**src/ssi_pkg.sv**
```systemverilog
// ----------------------------------------------------------------------------
// ssi_pkg: shared types and constants for the segment intersection core
// Holds the result kind codes, the default widths, the tolerance factor
// and the output width.
// ----------------------------------------------------------------------------
package ssi_pkg;

    localparam int COORD_BITS_DEF = 16;
    localparam int FRAC_BITS_DEF  = 16;
    localparam int TOL_INV        = 10000;
    localparam int OUT_BITS       = 32;

    typedef enum logic [1:0] {
        KIND_NONE    = 2'd0,
        KIND_POINT   = 2'd1,
        KIND_OVERLAP = 2'd2,
        KIND_DEGEN   = 2'd3
    } t_kind;

endpackage

```
**src/ssi_fifo.sv**
```systemverilog
// ----------------------------------------------------------------------------
// ssi_fifo: result queue
// Holds finished words so the pipelines can drain while the sink stalls.
// ----------------------------------------------------------------------------
module ssi_fifo
    import ssi_pkg::*;
#(
    parameter int W     = 130,
    parameter int DEPTH = 32
) (
    input  logic         i_clk,
    input  logic         i_rst_n,
    input  logic         i_push,
    input  logic [W-1:0] i_data,
    input  logic         i_pop,
    output logic         o_valid,
    output logic [W-1:0] o_data,
    output logic [$clog2(DEPTH+1)-1:0] o_count
);

    localparam int AB = $clog2(DEPTH);
    logic [W-1:0]  r_mem [DEPTH];
    logic [AB-1:0] r_wp, r_rp;
    logic [AB:0]   r_cnt;
    logic [W-1:0]  r_out;
    logic          r_ov;
    logic          n_take;

    // output register is refilled when empty or being popped
    assign n_take = (r_cnt != '0) && (!r_ov || i_pop);

    always_ff @(posedge i_clk) begin
        if (i_push) r_mem[r_wp] <= i_data;
        if (n_take) r_out <= r_mem[r_rp];
    end

    always_ff @(posedge i_clk) begin
        if (!i_rst_n) begin
            r_wp <= '0; r_rp <= '0; r_cnt <= '0; r_ov <= 1'b0;
        end else begin
            if (i_push) r_wp <= AB'(r_wp + 1'b1);
            if (n_take) r_rp <= AB'(r_rp + 1'b1);
            r_cnt <= r_cnt + (AB+1)'(i_push) - (AB+1)'(n_take);
            if (n_take) r_ov <= 1'b1;
            else if (i_pop) r_ov <= 1'b0;
        end
    end

    assign o_valid = r_ov;
    assign o_data  = r_out;
    assign o_count = ($clog2(DEPTH+1))'(r_cnt + (AB+1)'(r_ov));

endmodule

```
**config.mk**
```make
export PLATFORM = sky130hd
export DESIGN_NAME = ssi_fifo
export DESIGN_NICKNAME = d
export VERILOG_FILES = /design/src/ssi_pkg.sv /design/src/ssi_fifo.sv
export SDC_FILE = /design/constraint.sdc
export NUM_CORES = 2
export LEC_CHECK = 0
export BUFFER_PORTS_ARGS = -buffer_cell sky130_fd_sc_hd__buf_4
export CORE_UTILIZATION = 35
export CTS_CLUSTER_SIZE = 8
export DETAILED_ROUTE_END_ITERATION = 16
export GPL_TIMING_DRIVEN = 1
export PLACE_DENSITY_LB_ADDON = 0.08
export SYNTH_ARGS = -nofsm -noshare
export SYNTH_HDL_FRONTEND = slang
export SYNTH_MEMORY_MAX_BITS = 65536
export SYNTH_SLANG_ARGS = --single-unit
```
**constraint.sdc**
```tcl
create_clock -name i_clk -period 17.45 [get_ports i_clk]
set_clock_uncertainty 0.2 [all_clocks]
set_input_delay 3.49 -clock i_clk [delete_from_list [all_inputs] [get_ports i_clk]]
set_output_delay 3.49 -clock i_clk [all_outputs]
set_load 0.05 [all_outputs]
```
==> metrics.md <==
| Metric | Value |
|---|---|
| Outcome | finished with violations |
| Failing checks | DRC |
| Max FO, Critical Path | 46 |
| Synthesized instance count | just over 7000 |
| CTS sink count | 4307 |
| Top post-synthesis cells by area | edfxtp_1 (80%), mux4_2 (10%), mux2i_1 (3.6%) |
| Hold Crit Start | r_wp[1] |
| Min Hold Slack | 0.3779 ns |
| Non-filler instance count after layout | 14138 |
| Async SR Flop Fraction | 0 |
| DRT iter0 DRCs | ~6500 |
| Period minus WS final | 7.100 ns |
| RR Startpoint | r_rp[0] |
| Cell area after layout | roughly 190000 um^2 |
| Area Overhead vs Synth | 16.34% |
| Max Root-Sink Buffers | 4 |
| Die W | 681.5 um |
| Initial core utilization | 0.3514 |
| Final setup fails | 0 |
| WS Path Type | in2reg |
| Pre-CTS WS | 9.146 ns |
| Placed cell area | roughly 170000 um^2 |
| Critical Path Most Common Cell | buf_4 |
| # fillers | 40468 |
| Yosys top cell area share | 0.7972 |
| CP max stage cell | buf_4 |
| Fin. max-slew vios | 0 |
| Rel. slew slack | 0.1767 |
| WL final | roughly 480 mm |
| Crit. Startpoint | i_push |
| Primary FF master, synth | edfxtp_1 |
| Vias in the first global route | approximately 82000 |
| Min-Delay Path Depth | 2 |
| DRT Pass-1 Iters | 12 |
| Mapped cell area | around 160000 um^2 |
| Fin nets | 8025 |
| Critical Path RT | about 18 ns |
| Clock Tree Root | clkbuf_16 |
| Switch share | 0.2800 |
| Synthesized Nets | approximately 7400 |
| Final Hold Vio Count | 0 |
| Dpl hpwl | between 200 and 300 mm |
| Peak supply drop | 0.0001243 V |
| Worst r2r dst | o_data[92] |
| Flops & latches, synth | ~4300 |
| Clock Power Share | 0.374 |
| Largest net degree at the start of global routing | approximately 110 |
| Avg WL per Cell | around 34 um |
| CP Capture Type | flop |
| Worst setup margin | 10.35 ns |
| Most common cell in the netlist | edfxtp_1 |
| Internal power | ~20 mW |
| First-pass GRT wire length | 665.4 mm |
| PwrDens | roughly 150 nW/um^2 |
| Number of routed nets with antenna violations | 0 |
| Fmax | 140.8 MHz |
| Share of cells above drive strength 1 | 0.2447 |
| Fin Setup TNS | 0 ns |
| Routed vias/inst | between 5 and 6 |
| Num rows | roughly 250 |
| Synth Area per Inst | approximately 22 um^2 |
| Net Switching | just under 8 mW |
| Worst-path clk slew | roughly 0.05 ns |
| Leakage power | roughly 57 nW |
| Total CTS buffers | between 600 and 700 |
| Top post-synthesis cells by count | edfxtp_1 (4290), mux4_2 (746), mux2i_1 (589), a22oi_1 (292), clkbuf_1 (181) |
| Antenna violations before repair | 27 |
| Worst setup SP type | input port |
| TritonCTS clock tree | yes |
| Post-layout utilization of the core | 0.4088 |
| Core footprint | roughly 460000 um^2 |
| Residual DRC | 38 |
| Port Buffers | 270 |
| Clk_lat worst skew | 1.06 ns |
| RSZ-0062 raised after global routing | no |
| Vias | approximately 77000 |
| Max incr delay on CP | 0.90 ns |
| Die height | 681.5 um |
| Setup repair bufs after CTS | 0 |
| Hold Buf Count CTS | 0 |
| Inst Count DP | about 13000 |
| Overall power | roughly 28 mW |
| Post-synthesis sequential area ratio | 0.7993 |
| Worst Hold End | r_wp[1] |
| Syn. warnings | 0 |
| Post-synth EDFFs | between 4000 and 5000 |
| PostCTS Resize Cnt | 0 |
| GRT Util Overall | 0.2038 |
| FF-to-FF setup slack | ~12 ns |
| Synth area leader | edfxtp_1 |
| Synth cell types | 48 |
| Worst Max-Slew Pin Slew | 1.226 ns |
| Worst Path Arrival | roughly 7.5 ns |
| GRT overflow | 0 |
| I/O pin count | 271 |
| Crit path cell chain | buf_4 -> nand2_1 -> nor2_4 -> buf_4 -> buf_4 -> buf_4 |
| Reg power frac | 0.424 |
| H-tree depth | 6 |
| Gp weighted congestion | 0.7350 |
| Fin crit share | 0.4069 |
| Combinational cell fraction of total power | 0.202 |
| Hold/Removal Path Class | reg2reg |
| Reg2reg path depth | 7 |
| Full die area | approximately 460000 um^2 |
| Max-cap viol count | 0 |
## cells by family after synthesis
group	synth area share
fa+ha+maj	0.001518
buf+inv	0.01307
compound gates	0.03617
mux	0.1407
flops	0.7993
xor+xnor	0.0007587
simple gates	0.008525
## worst max-delay path, delay by kind of cell
kind,cells,cell delay [ns]
simple gates,2,1.28
buf+inv,4,2.51
## how the worst max path moves through the flow
| stage | slack, ns | endpoint |
|---|---|---|
| 3_3_place_gp | 9.21 | r_mem[1][94] |
| 5_1_grt | 10.16 | r_mem[1][80] |
| 2_1_floorplan | 0.13 | r_mem[3][0] |
| 6_report | 10.35 | r_mem[1][100] |
| 3_5_place_dp | 9.15 | r_mem[1][72] |
| 4_1_cts | 10.27 | r_mem[1][0] |
## layout by cell type, fill, tap and decap left out, drive strengths merged, types with 8 or more instances in the layout
master / count
a211oi: 97
a21oi: 100
a22oi: 292
buf: 468
clkbuf: 674
clkinv: 20
dfxtp: 17
diode: 8
edfxtp: 4290
ha: 18
inv: 40
mux2i: 589
mux4: 746
nand2: 79
nand3: 9
nand4: 38
nor2: 71
nor3: 48
o211ai: 32
o221ai: 97
o22a: 32
o22ai: 160
xnor2: 10
## power by group through the flow
stage                     clock network (mW)  registers (mW)  logic [mW]
after CTS                               10.9            12.0        5.90
final                                   10.6            12.0        5.72
after global placement                     0            12.2        5.89
after floorplan                            0            12.6        3.43
after detailed placement                   0            12.2        5.89
after global routing                    11.2            12.0        6.08
## state kept, by name, indices dropped and copies added, names as in the netlist
register  count
o_data      130
r_cnt         6
r_mem      4160
r_rp          5
o_valid       1
r_wp          5
## area by class of cell
| cell class | instances | area (um^2) | share of cell area |
|---|---|---|---|
| flip-flops and latches | 4307 | 129200 | 0.6871 |
| multi-input cells | 2471 | 30710 | 0.1633 |
| clock buffers | 674 | 15800 | 0.08405 |
| well taps | 6149 | 7694 | 0.04092 |
| repair buffers | 468 | 3826 | 0.02035 |
| clock inverters | 47 | 720.7 | 0.003833 |
| inverters | 14 | 52.55 | 0.0002795 |
| diodes | 8 | 20.02 | 0.0001065 |
## routing by layer
metal / GRT usage / share of wire / vias to the layer above
met5: 0 / 0 / -
met4: 0.04215 / 0.018 / 0
met3: 0.02361 / 0.038 / 592
met2: 0.3521 / 0.51 / 1851
met1: 0.2785 / 0.44 / 42453
li1: - / - / 31882
Note: power is estimated with default switching activity, not from simulation.
